### src/rtl/hfrp_pkg.sv
// Package for the heading-frame relative position block.
// Holds shared widths, the configuration and pipeline payload types and
// elaboration-time helpers. Used by every module in rtl.
`default_nettype none

package hfrp_pkg;

   localparam int CordicStagesDefault = 16;

   localparam int PosW      = 32;
   localparam int QuatW     = 16;
   localparam int ProdQW    = 2 * QuatW;
   localparam int DiffW     = 34;
   localparam int VecW      = 36;
   localparam int FracShift = 28;
   localparam int GainW     = 29;
   localparam int SplitW    = 18;
   localparam int HighW     = VecW - SplitW;
   localparam int ProdW     = HighW + GainW;
   localparam int WideW     = 66;
   localparam int OutPreW   = WideW - FracShift;
   localparam int AddrW     = 4;
   localparam int CsrDataW  = 32;

   localparam logic signed [VecW-1:0]  UnitQ28   = VecW'(64'd1 << FracShift);
   localparam logic signed [WideW-1:0] RoundHalf = WideW'(64'd1 << (FracShift - 1));

   typedef enum logic [1:0] {
      RegOffsetX     = 2'd0,
      RegOffsetY     = 2'd1,
      RegOffsetZ     = 2'd2,
      RegOffsetValid = 2'd3
   } csr_reg_type;

   typedef struct packed {
      logic signed [PosW-1:0] offset_x;
      logic signed [PosW-1:0] offset_y;
      logic signed [PosW-1:0] offset_z;
      logic                   offset_valid;
   } hfrp_cfg_type;

   typedef struct packed {
      logic signed [VecW-1:0] cx;
      logic signed [VecW-1:0] cy;
      logic signed [VecW-1:0] px;
      logic signed [VecW-1:0] py;
      logic                   degen;
      logic signed [PosW-1:0] vert;
   } hfrp_vec_type;

   function automatic logic [63:0] cordic_p(input int stages);
      logic [63:0] p;
      p = 64'd1 << 30;
      for (int i = 0; i < stages; i++) begin
         p = p + (p >> (2 * i));
      end
      return p;
   endfunction

   function automatic logic [63:0] isqrt64(input logic [63:0] v);
      logic [63:0] rem;
      logic [63:0] r;
      logic [63:0] b;
      rem = v;
      r   = 64'd0;
      b   = 64'd1 << 62;
      for (int k = 0; k < 32; k++) begin
         if (rem >= r + b) begin
            rem = rem - (r + b);
            r   = (r >> 1) + b;
         end else begin
            r = r >> 1;
         end
         b = b >> 2;
      end
      return r;
   endfunction

   function automatic logic signed [PosW-1:0] sat32(input logic signed [OutPreW-1:0] v);
      logic signed [OutPreW-1:0] hi;
      logic signed [OutPreW-1:0] lo;
      hi = OutPreW'(64'sh7FFFFFFF);
      lo = -OutPreW'(64'sh80000000);
      if (v > hi) begin
         return PosW'(hi);
      end else if (v < lo) begin
         return PosW'(lo);
      end
      return PosW'(v);
   endfunction

endpackage

`default_nettype wire

### src/rtl/hfrp_csr.sv
// Register file of the heading-frame relative position block.
// Holds the frame offset and its valid flag, written over an APB-style port.
// Depends on hfrp_pkg.
`default_nettype none

module hfrp_csr
   import hfrp_pkg::*;
(
   input  wire logic                clock,
   input  wire logic                reset,
   input  wire logic                csr_psel,
   input  wire logic                csr_penable,
   input  wire logic                csr_pwrite,
   input  wire logic [AddrW-1:0]    csr_paddr,
   input  wire logic [CsrDataW-1:0] csr_pwdata,
   output logic [CsrDataW-1:0]      csr_prdata,
   output logic                     csr_pready,
   output hfrp_cfg_type             cfg
);

   hfrp_cfg_type cfg_ff;
   hfrp_cfg_type cfg_in;
   logic [1:0]   index;
   logic         wr_en;

   assign index      = csr_paddr[3:2];
   assign csr_pready = 1'b1;
   assign wr_en      = csr_psel && csr_penable && csr_pwrite && csr_pready;
   assign cfg        = cfg_ff;

   always_comb begin
      cfg_in = cfg_ff;
      if (wr_en) begin
         case (index)
            RegOffsetX:     cfg_in.offset_x     = csr_pwdata;
            RegOffsetY:     cfg_in.offset_y     = csr_pwdata;
            RegOffsetZ:     cfg_in.offset_z     = csr_pwdata;
            RegOffsetValid: cfg_in.offset_valid = csr_pwdata[0];
            default:        cfg_in = cfg_ff;
         endcase
      end
   end

   always_comb begin
      case (index)
         RegOffsetX:     csr_prdata = cfg_ff.offset_x;
         RegOffsetY:     csr_prdata = cfg_ff.offset_y;
         RegOffsetZ:     csr_prdata = cfg_ff.offset_z;
         RegOffsetValid: csr_prdata = {{(CsrDataW-1){1'b0}}, cfg_ff.offset_valid};
         default:        csr_prdata = '0;
      endcase
   end

   always_ff @(posedge clock) begin
      if (reset) begin
         cfg_ff <= '0;
      end else begin
         cfg_ff <= cfg_in;
      end
   end

endmodule

`default_nettype wire

### config.mk
export PLATFORM = sky130hd
export DESIGN_NAME = hfrp_csr
export DESIGN_NICKNAME = d
export VERILOG_FILES = /design/src/rtl/hfrp_pkg.sv /design/src/rtl/hfrp_csr.sv
export SDC_FILE = /design/constraint.sdc
export NUM_CORES = 1
export LEC_CHECK = 0
export BUFFER_PORTS_ARGS = -buffer_cell sky130_fd_sc_hd__buf_2
export CAP_MARGIN = 15
export CORE_ASPECT_RATIO = 0.7
export CORE_UTILIZATION = 49
export CTS_CLUSTER_DIAMETER = 30
export CTS_CLUSTER_SIZE = 14
export DETAILED_ROUTE_END_ITERATION = 8
export HOLD_SLACK_MARGIN = 0.03
export PLACE_DENSITY = 0.81
export SYNTH_ARGS = -nofsm -noshare
export SYNTH_HDL_FRONTEND = slang
export SYNTH_SLANG_ARGS = --single-unit
### constraint.sdc
create_clock -name clock -period 1.2 [get_ports clock]
set_input_delay 0.12 -clock clock [delete_from_list [all_inputs] [get_ports clock]]
set_output_delay 0.12 -clock clock [all_outputs]
set_load 0.005 [all_outputs]
======== Word-level counts from Yosys, hierarchy flattened ========
Index checks and enable logic that the tools add are counted.
storage, ports and cells
  flip-flop bits (word level) ............. 97
  bits in latches ......................... 0
  bits in writable memories ............... 0
  bits in read-only memories .............. 0
  input port bits ......................... 41
  output and inout bits ................... 130
  logic and storage cells ................. 15
  memories ................................ 0
cells by class
  add/sub/neg operators ................... 0
  $mul .................................... 0
  div/mod/pow operators ................... 0
  $lt $le $gt $ge ......................... 0
  equal/unequal tests ..................... 3
  shifts and indexed selects .............. 0
  multiplexer cells ....................... 1
  bitwise gates (word level) .............. 0
  reduce and logical (&&, ||, !) cells .... 7
operator list
  operator                                              count
  one-hot mux 32 bit (4 select lines)                   1
  AND reduction 2 bit                                   4
  equality test 2 bit (second input constant)           2
  equality test 2 x 1 -> 1 bit (second input constant)  1
  logical AND 1 bit                                     2
  logical NOT 2 bit                                     1

======== Longest topological paths before layout ========
  depth in word-level cells ............... 3
  depth in mapped cells ................... 5
  mapped depth without buffers ............ 3

======== Least setup slack after synthesis ========
OpenSTA, ideal clock, no wires.
  path type ............................... input-to-reg
  start point ............................. input csr_paddr[2]
  end point ............................... register cfg_ff, in the netlist cfg[86]
  setup time .............................. 0.120 ns
  data arrival time ....................... 0.887 ns
  data required time ...................... 1.080 ns
  slack ................................... 0.194 ns
  stages on the path ...................... 4
  path buffers ............................ 2
  cells stage by stage .................... buf_6 -> or3_4 -> buf_6 -> mux2i_1
on the way
  longest elaborated chain between the ends .. 2
ends and longest elaborated chain
  what                                  line            source
  start: declaration                    hfrp_csr.sv:14  input wire logic [AddrW-1:0] csr_paddr,
  logical NOT 2 bit                     hfrp_csr.sv:34  case (index)
  AND reduction 2 bit (no source line)  -
  end signal: assignment                hfrp_csr.sv:58  cfg_ff <= cfg_in;
  end: declaration                      hfrp_csr.sv:21  hfrp_cfg_type cfg_ff;
No other way between the ends.
A chain may end at the register's enable or synchronous reset.

======== Worst setup path in the final report ========
  start point ............................. register cfg_ff, in the netlist cfg[0]
  end point ............................... output csr_prdata[0]
on the way
  longest elaborated chain between the ends .. 1
ends and longest elaborated chain
  what                                 line            source
  one-hot mux 32 bit (4 select lines)  hfrp_csr.sv:45  case (index)
  end: declaration                     hfrp_csr.sv:16  output logic [CsrDataW-1:0] csr_prdata,
No other way between the ends.

==> metrics <==
status=finished, violations left; failing checks=setup timing; Setup crit start kind=flip-flop; CTS buffer count=9; latest clock arrival within the worst-skew pair=0.32 ns; die height=82.9 um; Max-cap violations=0; flip-flop and latch count after synthesis=97; VDD IR max=0.697 mV; hold_ws=0.0547 ns; gr usage total=24.3%; H-tree Lvls=3; fmax=0.721 GHz; GP Congestion=0.788; share of cells above drive strength 1=41.6%; CP arrival=1.27 ns; fraction of registers with async set/reset=0%; clk_skew=0 ns; Worst-path clk slew=0.07 ns; Via Count=3884; core area=9070 um2; Die Area=9750 um2; Mean Syn Cell Area=9.86 um2; CP max FO=2; layout overhead on the synthesized area=35.0%; Yosys warnings=0; min-delay src=csr_pwdata[0]; Min Clock Period, post-route=1.39 ns; Netlist cell types=20; top cell type's share of synthesized area=42.4%; count of TritonRoute iterations in the first routing pass=4; Mapped Nets=506; CP Class=flip-flop to primary output; predominant post-synthesis flop cell=dfxtp_1; max reg flops=97; FILL cells=761; Clk Tree Root Cell=clkbuf_16; fin util=68.2%; WL/cell=16.4 um; DIE WIDTH=118 um; number of port buffers=167; initial antenna violation count=0; Detailed Route WL=12500 um; synthesized cell area=4580 um2; hold crit path type=input pin to flip-flop; P_leak=0.00318 uW; grt total ovfl=0; Antenna Nets Post-Route=0; row count=29; Max Buffers Root-to-Sink=2; hpwl dp=8520 um; top cells by area, synth=dfxtp_1 (42%), mux2i_1 (28%), nand2b_1 (17%); Setup Viol. Count Final=1; largest net degree at the start of global routing=69; worst setup path start=cfg[0]; CP Capture Type=primary output; drt drc=0; PwrDens=1080 nW/um2; leading area contributor after synthesis=dfxtp_1; Crit path required time=1.08 ns; Cells after Synth=465; Iter 0 DRT Violations=232; CTS tree=done; Reg-to-Reg Start=cfg[0]; vias in the first global route=3787; Final #Nets=676; RSZ-0062 raised after global routing=true; starting density of the core=50.5%; worst setup margin=-0.187 ns; Antenna Diode Count=0; first-pass GRT wire length=19000 um; number of flops mapped to enable cells by yosys=0; vias per std cell=5.08; I/O pin count=171; Final Power=6690 uW; period utilization=116%; clock sink count=97; Final Hold Fails=0; TNS Setup=-0.187 ns; Pins Over Slew Limit=0; pre-CTS WS=-0.0461 ns; Seq/Total Area, Yosys=42.4%
cells in the mapped netlist (3+ instances only):
cell / number
buf_4: 7
buf_2: 7
buf_6: 3
nand2_1: 33
o21ai_0: 32
clkbuf_1: 20
mux2i_1: 127
dfxtp_1: 97
nand2b_1: 128
where the power goes:
group	internal (uW)	switching, uW
registers	3260	35.2
clock network	1580	1180
logic	330	307
total	5170	1520
metal layers:
layer	wire [um]	track usage, %
met4	21	5.01
met3	647	5.36
met5	0	0
met1	6050	32.6
met2	5810	40.3
worst paths after layout:
check | end | slack, ns | depth (start not counted)
min reg2reg | cfg[76] | 0.48 | 2
min | cfg[0] | 0.05 | 3
max reg2reg | cfg[0] | 0.48 | 3
max | csr_prdata[0] | -0.19 | 2
through the flow:
| stage | cells | area, um2 |
|---|---|---|
| floorplan | 465 | 4580 |
| global placement | 742 | 5680 |
| detailed placement | 742 | 5680 |
| CTS | 758 | 5990 |
| global route | 764 | 6190 |
| finish | 764 | 6190 |
cell families after synthesis:
| kind of cell | share of synthesized area [%] |
|---|---|
| multiplexers | 28.2 |
| buffers and inverters | 4.28 |
| AO/OA/AOI/OAI | 3.60 |
| other | 0.0818 |
| AND/OR/NAND/NOR | 21.5 |
| flip-flops | 42.4 |
layout by cell type, fill, tap and decap left out, types with 2 or more instances in the layout:
cell type,count
dfxtp_1,47
nand2b_1,128
dfxtp_2,49
o21ai_1,18
clkinvlp_4,2
buf_6,2
mux2i_1,126
clkbuf_8,3
buf_4,13
o21ai_0,14
buf_2,165
nand2_1,33
buf_12,10
clkbuf_16,13
worst max-delay path, cell delays in order, from the launching register on:
cell	delay [ns]
dfxtp_2	0.32
mux4_2	0.48
buf_2	0.14
final cells by class:
class / instances / area [um2] / share of cell area, %
multi-input cells: 331 / 2460 / 39.8
flip-flops and latches: 97 / 2010 / 32.4
repair buffers: 196 / 1270 / 20.5
clock buffers: 13 / 270 / 4.37
well taps: 124 / 155 / 2.51
clock inverters: 3 / 23.8 / 0.384
repair_timing:
action,4_1_cts,5_1_grt
setup endpoints to repair,8,32
buffers inserted,0,2
pin swaps,0,1
hold buffers,0,0
cloned,0,4
gates resized for setup,10,67
Power figures use the tool's default switching activity.
