**config.mk**
```make
export PLATFORM = sky130hd
export DESIGN_NAME = hfrp_gain
export DESIGN_NICKNAME = d
export VERILOG_FILES = /design/src/rtl/hfrp_pkg.sv /design/src/rtl/hfrp_gain.sv
export SDC_FILE = /design/constraint.sdc
export NUM_CORES = 2
export LEC_CHECK = 0
export BUFFER_PORTS_ARGS = -buffer_cell sky130_fd_sc_hd__buf_2
export CAP_MARGIN = 20
export CORE_MARGIN = 2
export CORE_UTILIZATION = 40
export DETAILED_ROUTE_END_ITERATION = 10
export HOLD_SLACK_MARGIN = 0.02
export PLACE_DENSITY = 0.57
export REMOVE_ABC_BUFFERS = 1
export SLEW_MARGIN = 20
export SYNTH_ARGS = -nofsm -noshare
export SYNTH_HDL_FRONTEND = slang
export SYNTH_SLANG_ARGS = --single-unit
```
**constraint.sdc**
```tcl
create_clock -name clock -period 6.9 [get_ports clock]
set_input_delay 0.345 -clock clock [delete_from_list [all_inputs] [get_ports clock]]
set_output_delay 0.345 -clock clock [all_outputs]
set_load 0.05 [all_outputs]
```
**src/rtl/hfrp_pkg.sv**
```systemverilog
// Package for the heading-frame relative position block.
// Holds shared widths, the configuration and pipeline payload types and
// elaboration-time helpers. Used by every module in rtl.
`default_nettype none

package hfrp_pkg;

   localparam int CordicStagesDefault = 16;

   localparam int PosW      = 32;
   localparam int QuatW     = 16;
   localparam int ProdQW    = 2 * QuatW;
   localparam int DiffW     = 34;
   localparam int VecW      = 36;
   localparam int FracShift = 28;
   localparam int GainW     = 29;
   localparam int SplitW    = 18;
   localparam int HighW     = VecW - SplitW;
   localparam int ProdW     = HighW + GainW;
   localparam int WideW     = 66;
   localparam int OutPreW   = WideW - FracShift;
   localparam int AddrW     = 4;
   localparam int CsrDataW  = 32;

   localparam logic signed [VecW-1:0]  UnitQ28   = VecW'(64'd1 << FracShift);
   localparam logic signed [WideW-1:0] RoundHalf = WideW'(64'd1 << (FracShift - 1));

   typedef enum logic [1:0] {
      RegOffsetX     = 2'd0,
      RegOffsetY     = 2'd1,
      RegOffsetZ     = 2'd2,
      RegOffsetValid = 2'd3
   } csr_reg_type;

   typedef struct packed {
      logic signed [PosW-1:0] offset_x;
      logic signed [PosW-1:0] offset_y;
      logic signed [PosW-1:0] offset_z;
      logic                   offset_valid;
   } hfrp_cfg_type;

   typedef struct packed {
      logic signed [VecW-1:0] cx;
      logic signed [VecW-1:0] cy;
      logic signed [VecW-1:0] px;
      logic signed [VecW-1:0] py;
      logic                   degen;
      logic signed [PosW-1:0] vert;
   } hfrp_vec_type;

   function automatic logic [63:0] cordic_p(input int stages);
      logic [63:0] p;
      p = 64'd1 << 30;
      for (int i = 0; i < stages; i++) begin
         p = p + (p >> (2 * i));
      end
      return p;
   endfunction

   function automatic logic [63:0] isqrt64(input logic [63:0] v);
      logic [63:0] rem;
      logic [63:0] r;
      logic [63:0] b;
      rem = v;
      r   = 64'd0;
      b   = 64'd1 << 62;
      for (int k = 0; k < 32; k++) begin
         if (rem >= r + b) begin
            rem = rem - (r + b);
            r   = (r >> 1) + b;
         end else begin
            r = r >> 1;
         end
         b = b >> 2;
      end
      return r;
   endfunction

   function automatic logic signed [PosW-1:0] sat32(input logic signed [OutPreW-1:0] v);
      logic signed [OutPreW-1:0] hi;
      logic signed [OutPreW-1:0] lo;
      hi = OutPreW'(64'sh7FFFFFFF);
      lo = -OutPreW'(64'sh80000000);
      if (v > hi) begin
         return PosW'(hi);
      end else if (v < lo) begin
         return PosW'(lo);
      end
      return PosW'(v);
   endfunction

endpackage

`default_nettype wire

```
**src/rtl/hfrp_gain.sv**
```systemverilog
// Gain correction, rounding and saturation of the rotated data vector.
// Split multiply, sum stage and output register. Depends on hfrp_pkg.
`default_nettype none

module hfrp_gain
   import hfrp_pkg::*;
#(
   parameter int CORDIC_STAGES = CordicStagesDefault
) (
   input  wire logic              clock,
   input  wire logic              reset,
   input  wire logic              enable,
   input  wire logic              in_valid,
   input  hfrp_vec_type           in_vec,
   output logic                   out_valid,
   output logic signed [PosW-1:0] out_lateral,
   output logic signed [PosW-1:0] out_forward,
   output logic signed [PosW-1:0] out_vertical
);

   localparam logic [63:0] CordicP  = cordic_p(CORDIC_STAGES);
   localparam logic [63:0] CordicQ  = (64'd1 << 56) / CordicP;
   localparam logic [63:0] GainFull = isqrt64(CordicQ << 30);
   localparam logic signed [GainW-1:0] Gain = GainW'(GainFull);

   logic                    pa_valid_ff;
   logic signed [ProdW-1:0] fh_ff, fl_ff, lh_ff, ll_ff, fh_in, fl_in, lh_in, ll_in;
   logic                    pa_degen_ff;
   logic signed [VecW-1:0]  pa_px_ff, pa_py_ff;
   logic signed [PosW-1:0]  pa_vert_ff;

   logic                      pb_valid_ff;
   logic signed [OutPreW-1:0] pb_fwd_ff, pb_lat_ff, pb_fwd_in, pb_lat_in;
   logic signed [PosW-1:0]    pb_vert_ff;
   logic signed [WideW-1:0]   fwd_sum, lat_sum;

   logic                   out_valid_ff;
   logic signed [PosW-1:0] out_lat_ff, out_fwd_ff, out_vert_ff;

   always_comb begin
      fh_in = ProdW'($signed(in_vec.px[VecW-1:SplitW])) * ProdW'(Gain);
      fl_in = ProdW'($signed({1'b0, in_vec.px[SplitW-1:0]})) * ProdW'(Gain);
      lh_in = ProdW'($signed(in_vec.py[VecW-1:SplitW])) * ProdW'(Gain);
      ll_in = ProdW'($signed({1'b0, in_vec.py[SplitW-1:0]})) * ProdW'(Gain);
   end

   always_comb begin
      fwd_sum = (WideW'(fh_ff) <<< SplitW) + WideW'(fl_ff) + RoundHalf;
      lat_sum = (WideW'(lh_ff) <<< SplitW) + WideW'(ll_ff) + RoundHalf;
      if (pa_degen_ff) begin
         pb_fwd_in = OutPreW'(pa_px_ff);
         pb_lat_in = OutPreW'(pa_py_ff);
      end else begin
         pb_fwd_in = fwd_sum[WideW-1:FracShift];
         pb_lat_in = lat_sum[WideW-1:FracShift];
      end
   end

   always_ff @(posedge clock) begin
      if (reset) begin
         pa_valid_ff  <= 1'b0;
         pb_valid_ff  <= 1'b0;
         out_valid_ff <= 1'b0;
      end else if (enable) begin
         pa_valid_ff  <= in_valid;
         pb_valid_ff  <= pa_valid_ff;
         out_valid_ff <= pb_valid_ff;
      end
   end

   always_ff @(posedge clock) begin
      if (enable) begin
         fh_ff       <= fh_in;
         fl_ff       <= fl_in;
         lh_ff       <= lh_in;
         ll_ff       <= ll_in;
         pa_degen_ff <= in_vec.degen;
         pa_px_ff    <= in_vec.px;
         pa_py_ff    <= in_vec.py;
         pa_vert_ff  <= in_vec.vert;
         pb_fwd_ff   <= pb_fwd_in;
         pb_lat_ff   <= pb_lat_in;
         pb_vert_ff  <= pa_vert_ff;
         out_fwd_ff  <= sat32(pb_fwd_ff);
         out_lat_ff  <= sat32(pb_lat_ff);
         out_vert_ff <= pb_vert_ff;
      end
   end

   assign out_valid    = out_valid_ff;
   assign out_lateral  = out_lat_ff;
   assign out_forward  = out_fwd_ff;
   assign out_vertical = out_vert_ff;

endmodule

`default_nettype wire

```
-- Word level (Yosys, flattened, before mapping)
Index checks and enable logic that the tools add are counted.
- flip-flop bits (word level): 498
- input bits: 181
- output and inout bits: 97
- word-level logic and storage cells: 43
- add/subtract/negate cells: 4
- $mul: 4
- order comparisons: 4
- multiplexer cells: 14
- operators by type and width (cell ; number):
    2-to-1 mux 32 bit ; 6
    adder 65 x 47 -> 66 bit ; 2
    adder 66 x 29 -> 66 bit (second input constant) ; 2
    multiplier 18 x 29 -> 47 bit (second input constant) ; 2
    multiplier 18 x 28 -> 46 bit (second input constant) ; 2
    > comparator 38 x 32 -> 1 bit (second input constant) ; 2
    < comparator 38 x 32 -> 1 bit (second input constant) ; 2
    2-to-1 mux 38 bit ; 2
    2-to-1 mux 1 bit ; 6

-- Depth between registers and ports, before layout
- word-level depth: 5
- depth in mapped cells: 25
- depth with buffers taken out: 24

-- Least setup slack after synthesis
Ideal clock, no wire load.
- path kind: in2reg
- from: in in_vec[39] in the netlist's numbering
- to: reg ll_ff[45], data pin
- setup time: 0.262 ns
- arrival time: 6.080 ns
- required time: 6.638 ns
- slack: 0.558 ns
- stages: 22
- buffers on the path: 0
- cells stage by stage: fa_1 > inv_1 > fa_1 > inv_1 > fa_1 > fa_1 > inv_1 > fa_1 > inv_1 > fa_1 > ha_1 > a21oi_2 > o221ai_2 > or4b_1 > o21ai_2 > o311ai_1 > nor2b_4 > a221o_1 > a41o_1 > a21oi_2 > o21ai_1 > xor2_1
- cells in the longest elaborated chain, start to end: 1
- ends and longest elaborated chain (item ; line ; source):
    start: declaration ; hfrp_gain.sv:14 ; input hfrp_vec_type in_vec,
    multiplier 18 x 28 -> 46 bit ; hfrp_gain.sv:44 ; ll_in = ProdW'($signed({1'b0, in_vec.py[SplitW-1:0]})) * ProdW'(Gain);
    net ll_in[45] ; hfrp_gain.sv:27 ; logic signed [ProdW-1:0] fh_ff, fl_ff, lh_ff, ll_ff, fh_in, fl_in, lh_in, ll_in;
    end signal: assignment ; hfrp_gain.sv:76 ; ll_ff <= ll_in;
    end: declaration ; hfrp_gain.sv:27 ;
The timed path passes the listed nets, and every way through them passes these cells.
A chain may end at the register's enable or synchronous reset.

-- Worst setup path in the final report
- from: in in_vec[51] in the netlist's numbering
- to: reg lh_ff[45], data pin
- cells in the longest elaborated chain, start to end: 1
- ends and longest elaborated chain (item ; line ; source):
    multiplier 18 x 29 -> 47 bit ; hfrp_gain.sv:43 ; lh_in = ProdW'($signed(in_vec.py[VecW-1:SplitW])) * ProdW'(Gain);
    net lh_in[45] ; hfrp_gain.sv:27 ;
    end signal: assignment ; hfrp_gain.sv:75 ; lh_ff <= lh_in;
    end: declaration ; hfrp_gain.sv:27 ;
The timed path passes the listed nets, and every way through them passes these cells.

==> metrics.md <==
| Metric | Value |
|---|---|
| Share of cells above drive strength 1 | 0.0936 |
| Core Region | 135000 um2 |
| Final nets | ~7100 |
| YS warnings | 0 |
| Final Cell Area | 61300 um2 |
| Crit. End Element | register |
| Worst Path Arrival | a little over 7000 ps |
| Largest cells by area after synthesis | fa_1 32%, edfxtp_1 25%, ha_1 18%, inv_1 9.4%, a21o_1 2.4% |
| Final antenna-violating net count | 0 |
| Critical Path Start Type | input port |
| DP Cell Count | 6937 |
| Count of final hold-check violations | 0 |
| Share of the synthesized area in the top cell type | 0.317 |
| #FFs+latches synth | 460 |
| Chip Height | 373 um |
| Crit share post-route | 0.971 |
| Fmax achieved | 149 MHz |
| Synth unique cells | 70 |
| CTS clk-pin slew, worst paths | 60 ps |
| Async set or reset register ratio after synthesis | 0 |
| Cell taking the most area after synthesis | fa_1 |
| Root buffer cell | clkbuf_16 |
| Largest stage delay on the critical path | 600 ps |
| Drt first-iter violations | 1815 |
| Mean area per synthesized cell | 11.3 um2 |
| Setup TNS | 0 ps |
| Crit Path Max Fanout | 8 |
| Initial antenna violation count | 5 |
| Fin crit period | ~6700 ps |
| Unrepaired setup endpoints after global routing | no |
| Max-Cap Viols | 0 |
| CTS Buffer Depth | 3 |
| Placer Congestion | 0.964 |
| PortBufs | 205 |
| I/O pins | around 280 |
| Outcome | finished clean |
| Sequential area share after synthesis | 0.253 |
| CTS buffer count | between 50 and 60 |
| Starting Density | 0.403 |
| Chip Width | ~370 um |
| Buf+Inv Stages, Crit Path | 7 |
| Rel. slew slack | 0.286 |
| Clock Skew | 50.3 ps |
| Required time of the critical path | 7280 ps |
| CTS sink cnt | 460 |
| Synth Instances | 4836 |
| Gr ovfl total | 0 |
| Die area | around 140000 um2 |
| Clk Latency, worst-skew pair | about 640 ps |
| Final cell count without fillers | 7091 |
| Post-Route WL | 135000 um |
| H-tree depth | 2 |
| Fin util | 0.453 |
| Syn-to-layout area delta | 12.5% |
| Top cells by count, synth | 1367 x inv_1, 864 x fa_1, 790 x ha_1 |
| Vias/cell | just under 5 |
| Dominant register cell in the synthesized netlist | edfxtp_1 |
| Critical-path cell list | dlygate4sd3_1 -> buf_2 -> ha_1 -> inv_1 -> fa_1 -> inv_1 -> ha_1 -> fa_1 -> inv_1 -> fa_1 -> fa_1 -> inv_1 -> ha_1 -> o21a_1 -> a21boi_0 -> o41ai_2 -> o311a_1 -> nor3_1 -> a21oi_1 -> a31oi_2 -> buf_4 -> nand2_1 -> o31ai_1 -> xor2_1 |
| Routed wire per std cell | 19.0 um |
| DRT Pass-1 Iters | 5 |
| Top-count cell post-synth | inv_1 |
| Global-route wire length before repair | 213000 um |
| Fill count | 12700 |
| CTS tree | yes |
| Fin. max-slew vios | 0 |
| Synthesized area | ~55000 um2 |
| Detail Placement HPWL | 116000 um |
| Gr usage total | 0.199 |
| Critical-path top delay cell | dlygate4sd3_1 |
| Final setup viols | 0 |
| Largest net degree at the start of global routing | 150 |
| Hold Crit Class | in2reg |
| Via count | ~34000 |
| R2r setup slk | 2690 ps |
| Cell Area, Placed | 58900 um2 |
| Drc violations | 0 |
| # rows | 135 |
| Crit Path Class | in2reg |
| Measured slew at the worst slew-check pin | 1070 ps |
| Post-synth EDFFs | 457 |
| Largest delay share family, worst path | adder cells |
| Number of global-route vias before repair | 37600 |
-- metal layers --
layer,wire length (um),track usage,up-vias,part of all wire
li1,-,-,16300,-
met1,59800,0.264,17200,0.44
met2,63900,0.334,716,0.47
met3,7050,0.0373,166,0.052
met4,3900,0.0545,2,0.029
met5,11,0,-,0.000082
-- state kept, by name, indices dropped and copies added (netlist names) --
name          flops
pa_vert_ff       32
pa_valid_ff       1
pb_fwd_ff        38
fh_ff            47
lh_ff            47
out_vertical     32
pb_lat_ff        38
out_forward      32
pb_valid_ff       1
pa_px_ff         34
pa_degen_ff       1
fl_ff            29
pb_vert_ff       32
pa_py_ff         34
ll_ff            29
out_lateral      32
out_valid         1
-- layout make-up --
class | instances | area, um2 | share of cell area
multi-input cells | 2958 | 35500 | 0.579
flip-flops and latches | 460 | 13800 | 0.225
inverters | 1367 | 5130 | 0.0837
repair buffers | 422 | 2830 | 0.0462
well taps | 1781 | 2230 | 0.0363
clock buffers | 62 | 1400 | 0.0229
clock inverters | 39 | 449 | 0.00733
diodes | 2 | 5.00 | 0.0000816
-- path summary, 6_finish.rpt --
| path | start | to | depth (start not counted) |
|---|---|---|---|
| min | in_vec[68] | pa_py_ff[35] | 1 |
| max reg2reg | lh_ff[11] | pb_lat_ff[36] | 13 |
| max | in_vec[51] | lh_ff[45] | 24 |
| min reg2reg | pa_vert_ff[30] | pb_vert_ff[30] | 0 |
-- cell families (layout without fill, tap and decap cells) --
logic type                 after synthesis  count (layout)  synth area share
AOI/OAI and AO/OA                      648             648            0.0779
xor gates and xnor gates               194             194            0.0312
adders and majority gates             1654            1654             0.499
buffers and inverters                 1418            1890            0.0976
DFF                                    460             460             0.253
muxes                                    8               8           0.00158
other                                    0               2                 0
and+or+nand+nor                        454             454            0.0405
-- metrics by stage --
| step | setup slack, ps | hold slack (ps) |
|---|---|---|
| CTS | 218 | 20.0 |
| global route | 19.7 | 39.6 |
| global placement | 45.4 | 400 |
| detailed placement | -28.4 | 405 |
| finish | 199 | 61.0 |
| floorplan | 558 | 400 |
-- placed cells by master (no fill, tap or decap), types with 6 or more instances in the layout --
cell           instances
a211oi_1              25
a21o_1               171
a21oi_1              156
a221oi_1               6
a31oi_1               17
and2_1                 9
and3_1                26
buf_2                204
buf_4                163
bufinv_16              7
clkbuf_1               7
clkbuf_16             55
clkinv_1              13
clkinv_2               7
dlygate4sd3_1         51
edfxtp_1             457
fa_1                 864
ha_1                 790
inv_1               1367
nand2_1              164
nand2b_1              13
nand3_1               46
nand4_1               31
nor2_1                87
nor2b_1               25
nor3_1                17
o21a_1                24
o21ai_0              129
o21bai_1              27
o221ai_1               6
o31ai_1               13
or2_2                 13
xnor2_1              130
xor2_1                64
-- timing repair --
action,CTS,global route
buffers inserted,0,0
endpoints found under the setup margin,0,5
hold buffers,51,0
resized for setup,0,7
hold endpoints to repair,52,0
Power is not shown: default switching activity piles up to over one toggle a cycle in this logic, so the estimate is an artifact.
