**src/rtl/hfrp_pkg.sv**
```systemverilog
// Package for the heading-frame relative position block.
// Holds shared widths, the configuration and pipeline payload types and
// elaboration-time helpers. Used by every module in rtl.
`default_nettype none

package hfrp_pkg;

   localparam int CordicStagesDefault = 16;

   localparam int PosW      = 32;
   localparam int QuatW     = 16;
   localparam int ProdQW    = 2 * QuatW;
   localparam int DiffW     = 34;
   localparam int VecW      = 36;
   localparam int FracShift = 28;
   localparam int GainW     = 29;
   localparam int SplitW    = 18;
   localparam int HighW     = VecW - SplitW;
   localparam int ProdW     = HighW + GainW;
   localparam int WideW     = 66;
   localparam int OutPreW   = WideW - FracShift;
   localparam int AddrW     = 4;
   localparam int CsrDataW  = 32;

   localparam logic signed [VecW-1:0]  UnitQ28   = VecW'(64'd1 << FracShift);
   localparam logic signed [WideW-1:0] RoundHalf = WideW'(64'd1 << (FracShift - 1));

   typedef enum logic [1:0] {
      RegOffsetX     = 2'd0,
      RegOffsetY     = 2'd1,
      RegOffsetZ     = 2'd2,
      RegOffsetValid = 2'd3
   } csr_reg_type;

   typedef struct packed {
      logic signed [PosW-1:0] offset_x;
      logic signed [PosW-1:0] offset_y;
      logic signed [PosW-1:0] offset_z;
      logic                   offset_valid;
   } hfrp_cfg_type;

   typedef struct packed {
      logic signed [VecW-1:0] cx;
      logic signed [VecW-1:0] cy;
      logic signed [VecW-1:0] px;
      logic signed [VecW-1:0] py;
      logic                   degen;
      logic signed [PosW-1:0] vert;
   } hfrp_vec_type;

   function automatic logic [63:0] cordic_p(input int stages);
      logic [63:0] p;
      p = 64'd1 << 30;
      for (int i = 0; i < stages; i++) begin
         p = p + (p >> (2 * i));
      end
      return p;
   endfunction

   function automatic logic [63:0] isqrt64(input logic [63:0] v);
      logic [63:0] rem;
      logic [63:0] r;
      logic [63:0] b;
      rem = v;
      r   = 64'd0;
      b   = 64'd1 << 62;
      for (int k = 0; k < 32; k++) begin
         if (rem >= r + b) begin
            rem = rem - (r + b);
            r   = (r >> 1) + b;
         end else begin
            r = r >> 1;
         end
         b = b >> 2;
      end
      return r;
   endfunction

   function automatic logic signed [PosW-1:0] sat32(input logic signed [OutPreW-1:0] v);
      logic signed [OutPreW-1:0] hi;
      logic signed [OutPreW-1:0] lo;
      hi = OutPreW'(64'sh7FFFFFFF);
      lo = -OutPreW'(64'sh80000000);
      if (v > hi) begin
         return PosW'(hi);
      end else if (v < lo) begin
         return PosW'(lo);
      end
      return PosW'(v);
   endfunction

endpackage

`default_nettype wire

```
**src/rtl/hfrp_front.sv**
```systemverilog
// Front end: difference vector, quaternion products, yaw vector and quarter turn.
// Two register stages; feeds the CORDIC chain. Depends on hfrp_pkg.
`default_nettype none

module hfrp_front
   import hfrp_pkg::*;
(
   input  wire logic         clock,
   input  wire logic         reset,
   input  wire logic         enable,
   input  wire logic         in_valid,
   input  wire logic [255:0] in_data,
   input  wire logic         in_ref_valid,
   input  hfrp_cfg_type      cfg,
   output logic              out_valid,
   output hfrp_vec_type      out_vec
);

   logic signed [PosW-1:0]  own_x, own_y, own_z, ref_x, ref_y, ref_z;
   logic signed [QuatW-1:0] qw, qx, qy, qz;

   logic                     s1_valid_ff, s1_valid_in;
   logic signed [DiffW-1:0]  dx_ff, dy_ff, dz_ff, dx_in, dy_in, dz_in;
   logic signed [ProdQW-1:0] wz_ff, xy_ff, yy_ff, zz_ff, wz_in, xy_in, yy_in, zz_in;

   logic                    s2_valid_ff;
   hfrp_vec_type            vec_ff, vec_in;
   logic signed [VecW-1:0]  cx_w, cy_w, px_w, py_w;

   assign own_x = in_data[31:0];
   assign own_y = in_data[63:32];
   assign own_z = in_data[95:64];
   assign ref_x = in_data[127:96];
   assign ref_y = in_data[159:128];
   assign ref_z = in_data[191:160];
   assign qw    = in_data[207:192];
   assign qx    = in_data[223:208];
   assign qy    = in_data[239:224];
   assign qz    = in_data[255:240];

   always_comb begin
      s1_valid_in = in_valid && in_ref_valid && cfg.offset_valid;
      dx_in = DiffW'(own_x) + DiffW'(cfg.offset_x) - DiffW'(ref_x);
      dy_in = DiffW'(own_y) + DiffW'(cfg.offset_y) - DiffW'(ref_y);
      dz_in = DiffW'(own_z) + DiffW'(cfg.offset_z) - DiffW'(ref_z);
      wz_in = ProdQW'(qw) * ProdQW'(qz);
      xy_in = ProdQW'(qx) * ProdQW'(qy);
      yy_in = ProdQW'(qy) * ProdQW'(qy);
      zz_in = ProdQW'(qz) * ProdQW'(qz);
   end

   always_comb begin
      cy_w = (VecW'(wz_ff) + VecW'(xy_ff)) <<< 1;
      cx_w = UnitQ28 - ((VecW'(yy_ff) + VecW'(zz_ff)) <<< 1);
      px_w = VecW'(dx_ff);
      py_w = VecW'(dy_ff);
      vec_in.degen = (cx_w == '0) && (cy_w == '0);
      vec_in.vert  = sat32(OutPreW'(dz_ff));
      vec_in.cx    = cx_w;
      vec_in.cy    = cy_w;
      vec_in.px    = px_w;
      vec_in.py    = py_w;
      if (cx_w[VecW-1]) begin
         if (!cy_w[VecW-1]) begin
            vec_in.cx = cy_w;
            vec_in.cy = -cx_w;
            vec_in.px = py_w;
            vec_in.py = -px_w;
         end else begin
            vec_in.cx = -cy_w;
            vec_in.cy = cx_w;
            vec_in.px = -py_w;
            vec_in.py = px_w;
         end
      end
   end

   always_ff @(posedge clock) begin
      if (reset) begin
         s1_valid_ff <= 1'b0;
         s2_valid_ff <= 1'b0;
      end else if (enable) begin
         s1_valid_ff <= s1_valid_in;
         s2_valid_ff <= s1_valid_ff;
      end
   end

   always_ff @(posedge clock) begin
      if (enable) begin
         dx_ff  <= dx_in;
         dy_ff  <= dy_in;
         dz_ff  <= dz_in;
         wz_ff  <= wz_in;
         xy_ff  <= xy_in;
         yy_ff  <= yy_in;
         zz_ff  <= zz_in;
         vec_ff <= vec_in;
      end
   end

   assign out_valid = s2_valid_ff;
   assign out_vec   = vec_ff;

endmodule

`default_nettype wire

```
**config.mk**
```make
export PLATFORM = sky130hd
export DESIGN_NAME = hfrp_front
export DESIGN_NICKNAME = d
export VERILOG_FILES = /design/src/rtl/hfrp_pkg.sv /design/src/rtl/hfrp_front.sv
export SDC_FILE = /design/constraint.sdc
export NUM_CORES = 2
export LEC_CHECK = 0
export ABC_AREA = 1
export BUFFER_PORTS_ARGS = -buffer_cell sky130_fd_sc_hd__buf_2
export CORE_MARGIN = 2
export CORE_UTILIZATION = 25
export DETAILED_ROUTE_END_ITERATION = 10
export GPL_TIMING_DRIVEN = 0
export PLACE_DENSITY = 0.5
export SLEW_MARGIN = 5
export SYNTH_ARGS = -nofsm -noshare
export SYNTH_HDL_FRONTEND = slang
export SYNTH_SLANG_ARGS = --single-unit
```
**constraint.sdc**
```tcl
create_clock -name clock -period 7.42 [get_ports clock]
set_input_delay 0.742 -clock clock [delete_from_list [all_inputs] [get_ports clock]]
set_output_delay 0.742 -clock clock [all_outputs]
set_load 0.02 [all_outputs]
```
**Yosys cells after proc, flatten, opt, wreduce, memory -nomap -nowiden**

Cells that the tools add are included.

- Add/sub/neg operators: 13
- $mul: 4
- $lt $le $gt $ge: 2
- Mux-type cells: 7
- Reduce and logical (&&, ||, !) cells: 6

Operators by type and width:

| operator | number |
|---|---|
| $mux W143 | 2 |
| $add A32 B32 Y33 | 5 |
| $mul A16 B16 Y32 | 4 |
| $neg A34 Y36 | 3 |
| $sub A33 B32 Y34 | 3 |
| $mux W32 | 3 |
| $logic_not A36 Y1 | 2 |
| $neg A35 Y36 | 1 |
| $sub A30 B34 Y35 const A | 1 |
| $gt A34 B32 Y1 const B | 1 |
| $lt A34 B32 Y1 const B | 1 |
| $logic_and A1 B1 Y1 | 3 |
| $mux W1 | 2 |
| $reduce_and A2 Y1 | 1 |

- Register bits after elaboration: 409
- Input port bits: 358
- Output and inout port bits: 178
- Word-level logic and storage cells: 49

**Longest topological paths before layout**

- Depth in word-level cells: 5
- Mapped depth: 32
- Mapped depth without buffers: 30

**Least setup slack after synthesis**

No wires, ideal clock.

- Path kind: input-to-reg
- Start point: input port in_data[241]
- End point: register wz_ff[30], data pin
- Setup time: 0.258 ns
- Data arrival time: 6.280 ns
- Data required time: 7.162 ns
- Setup slack: 0.882 ns
- Stages on the path: 23
- Buffers on the path: 2
- Cells stage by stage: clkbuf_1 > clkbuf_1 > nand2_1 > inv_1 > fa_1 > fa_1 > fa_1 > fa_1 > fa_1 > inv_1 > fa_1 > inv_1 > ha_1 > a21oi_1 > inv_1 > a21oi_1 > nor3_1 > a2111oi_0 > o211ai_1 > a21oi_1 > nor2_1 > nor2_1 > xnor2_1

- Cells in the longest elaborated chain, start to end: 1

Ends and longest elaborated chain:

| what | RTL line | source |
|---|---|---|
| start, declared | hfrp_front.sv:12 | `input wire logic [255:0] in_data,` |
| $mul A16 B16 Y32 | hfrp_front.sv:46 | `wz_in = ProdQW'(qw) * ProdQW'(qz);` |
| named net wz_in[30] | hfrp_front.sv:24 | `logic signed [ProdQW-1:0] wz_ff, xy_ff, yy_ff, zz_ff, wz_in, xy_in, yy_in, zz_in;` |
| end signal, assigned | hfrp_front.sv:93 | `wz_ff <= wz_in;` |
| end, declared | hfrp_front.sv:24 |  |

The timed path passes the listed nets, and every way through them passes these cells.
A chain may end at the register's enable or synchronous reset.

**Worst setup path after layout**

- Start point: input port in_data[250]
- End point: register zz_ff[29], data pin

- Cells in the longest elaborated chain, start to end: 1

Ends and longest elaborated chain:

| what | RTL line | source |
|---|---|---|
| $mul A16 B16 Y32 | hfrp_front.sv:49 | `zz_in = ProdQW'(qz) * ProdQW'(qz);` |
| named net zz_in[29] | hfrp_front.sv:24 |  |
| end signal, assigned | hfrp_front.sv:96 | `zz_ff <= zz_in;` |
| end, declared | hfrp_front.sv:24 |  |

The timed path passes the listed nets, and every way through them passes these cells.

==> results.cfg <==
[min_path]
min_from = reset
min_path_cells = 2
whs_endpoint = out_valid$_SDFFE_PP0P_
hold_path_class = primary input to register

[global_route]
gr-usage-all-layers_pct = 16.51
antenna_found_initial = 30
grtUsageMet1_pct = 21.52
grt_max_degree = 109
grt_first_pass_wirelength_um = 345300
grt_use_met3_pct = 2.442
top_usage_layer = met2
use_met2_pct = 28.14
grt_overflow_total = 0
grt_pass1_vias = 55047

[synth]
syn-instance-count = 8326
synth_top_area_share_pct = 32.08
synth_seq_area_share_pct = 17.80
ys_types = 58
ys_warn_count = 0
syn_avg_cell_area_um2 = 8.193
syn_area_um2 = 68210
synth.area.top_cells = fa_1 32%, edfxtp_1 18%, inv_1 13%, nand2_1 10%, ha_1 9.4%
ys_ff_latch = 405
yosys.area.top_type = fa_1
synth_edf_count = 403
async_flop_share_pct = 0
synthFlopType = edfxtp_1

[setup_path]
path_max_fanout = 10
worst-r2r-cell-count = 16
critPathArrivalTime_ns = 7.54
r2r_slack_ns = 2.57
start_kind = primary input
worstSetupPathType = primary input to register
reg2reg_from = xy_ff[0]$_DFFE_PP_
timing.rr.end = out_vec[70]$_DFFE_PP_
cp-end-kind = register
worstPathRequired_ns = 7.78

[sta]
fmax_mhz = 139.3
hold_viol_final = 0
slew_headroom_pct = 24.19
grt_setup_unrepaired = false
final.setup.tns_ns = 0
finalClockSkew_ns = 0.03567
period_minus_slack_ns = 7.178
drv_slew = 0
finalSetupViolations = 0
worst_slew_pin_slew_ns = 1.133
fin_crit_sh_pct = 96.74

[clock_network]
cts_made_buffers = 50
insertion_delay_ns = 0.64
path_clk_slew_ns = 0.06
ctsRootBufferMaster = clkbuf_16
htreeDepth = 2
cts_max_path_buffers = 3
cts_num_sinks = 405
tritoncts = built
hold_buffers = 0

[status]
status = finished, final reports clean

[place]
io_buffers = 504
dp_cells = 12407
dpl-instance-area_um2 = 75330
gp_congestion = 0.9372
dpl.hpwl_um = 199700

[drt]
vias = 54062
first_pass_iters = 6
wirelength_um = 230000
wl_per_cell_um = 18.39
drc_errors = 0
drtAntennaViolNets = 0
drtIter0Drc = 3698
vias_per_cell = 4.323

[floorplanning]
die_x_um = 526.3
core_um2 = 271000
ios = 536
chipHeight_um = 526.3
row_count = 191
start_util_pct = 25.17
dieArea_um2 = 277000

[final_layout]
finalNetCount = 10852
finalInstanceArea_um2 = 77210
num-fill-cells = 29712
seq_area_um2 = 12140
multi_input_area_um2 = 46450
instances_no_fill = 12505
drive_gt1_share_pct = 8.321
area_growth_pct = 13.19

[flow_run]
max_cap_viol_count = 0
==> cells in the mapped netlist (3+ instances only) <==
cell type and instances:
xnor2_1 118, buf_6 7, nand3_2 5, a21oi_1 318
nor2_4 3, buf_1 7, a21boi_0 23, inv_2 14
o21bai_1 23, o21ai_0 203, or2_2 14, and2_1 4
nand2_2 8, nor4_1 12, nand2_1 1853, edfxtp_1 403
fa_1 1093, nand3b_1 11, o21ai_1 56, o211ai_1 20
o21a_1 11, nand3_1 206, nor2_1 399, o221ai_1 5
inv_1 2315, nand4_1 47, buf_2 20, xor2_1 273
ha_1 513, nor3_2 4, clkbuf_1 186, a211oi_1 5
a31oi_1 26, a21o_1 17, o31ai_1 8, nor3_1 48
nor2_2 14, a31o_2 4
==> layout by cell type, fill, tap and decap left out, types with 11 or more instances in the layout <==
cell	instances
ha_1	513
clkbuf_16	51
clkbuf_1	144
nand2_1	1853
o21ai_0	200
a21o_1	17
nor2_1	399
nor2_2	14
inv_1	2315
nand3_1	206
nand3b_1	11
nor3_1	48
o21a_1	11
o21ai_1	59
clkbuf_2	46
xnor2_1	118
buf_2	526
o211ai_1	20
a31oi_1	25
edfxtp_1	403
a21oi_1	318
xor2_1	270
fa_1	1092
nor4_1	12
o21bai_1	23
inv_2	14
nand4_1	47
or2_2	14
a21boi_0	20
==> worst max-delay path by stage <==
stage                  from                   to  slack (ns)  depth (start not counted)
2_1_floorplan  in_data[241]  wz_ff[30]$_DFFE_PP_        0.88                         23
3_3_place_gp   in_data[245]  zz_ff[29]$_DFFE_PP_       -1.34                         23
3_5_place_dp   in_data[245]  zz_ff[29]$_DFFE_PP_       -1.38                         23
4_1_cts        in_data[244]  zz_ff[31]$_DFFE_PP_      0.0008                         24
5_1_grt        in_data[202]  wz_ff[29]$_DFFE_PP_      0.0008                         24
6_report       in_data[250]  zz_ff[29]$_DFFE_PP_        0.24                         22
==> per-stage QoR <==
step	setup slack, ns	hold WS [ns]	utilization, %
after detailed placement	-1.383	0.4464	27.80
after global routing	0.0007550	0.2685	28.49
after floorplan	0.8825	0.4277	-
after global placement	-1.338	0.4438	27.75
after CTS	0.0007532	0.2265	28.47
final	0.2417	0.2936	28.49
==> registers in the layout (all words and copies together), names as in the netlist, 31 cells and up <==
signal,count
dy_ff,34
dz_ff,34
wz_ff,32
dx_ff,34
zz_ff,31
xy_ff,32
yy_ff,31
out_vec,175
==> critical path, stage by stage <==
cell      delay (ns)
buf_2           0.15
clkbuf_1        0.79
nand2_1         0.19
fa_1            0.59
fa_1            0.52
fa_1            0.51
inv_1           0.05
fa_1            0.52
fa_1            0.49
inv_1           0.05
fa_1            0.47
inv_1           0.04
ha_1            0.35
nand2_1         0.11
nor2_1          0.10
inv_1           0.04
o21ai_0         0.36
a21oi_1         0.23
o21bai_1        0.29
a21boi_1        0.17
o21ai_0         0.32
xor2_2          0.43
==> per-layer routing <==
| layer | share of wire (%) | up-vias |
|---|---|---|
| met5 | 0.10 | - |
| met2 | 48 | 1584 |
| met3 | 6.2 | 303 |
| met4 | 3.3 | 38 |
| met1 | 43 | 26231 |
| li1 | - | 25906 |
==> cells by family after synthesis <==
family	after synthesis	share of synthesized area, %
other	1	0.005498
AND/OR/NAND/NOR	2634	15.52
XOR/XNOR	391	5.020
multiplexers	1	0.01467
flip-flops	405	17.80
adder cells (fa/ha/maj)	1606	41.49
AO/OA/AOI/OAI	736	5.978
buffers and inverters	2552	14.17
==> cell type report <==
class                           instances  share of cell area (%)
Tap cell                             3570                   5.785
Multi-Input combinational cell       5372                   60.16
Inverter                             2329                   11.32
Sequential cell                       405                   15.73
Clock buffer                           60                   1.697
Timing Repair Buffer                  508                   3.422
Clock inverter                         33                  0.5850
Antenna cell                            6                 0.01945
Buffer                                222                   1.282
==> what timing repair did <==
item / in CTS / in global routing
pin swaps: 0 / 1
setup buffers: 0 / 0
gates cloned: 0 / 0
endpoints found under the setup margin: 11 / 15
gates resized for setup: 29 / 72
Power is left out: the tool's default activity adds up to more than one toggle a clock period on the data nets, which glitch-free logic cannot reach.
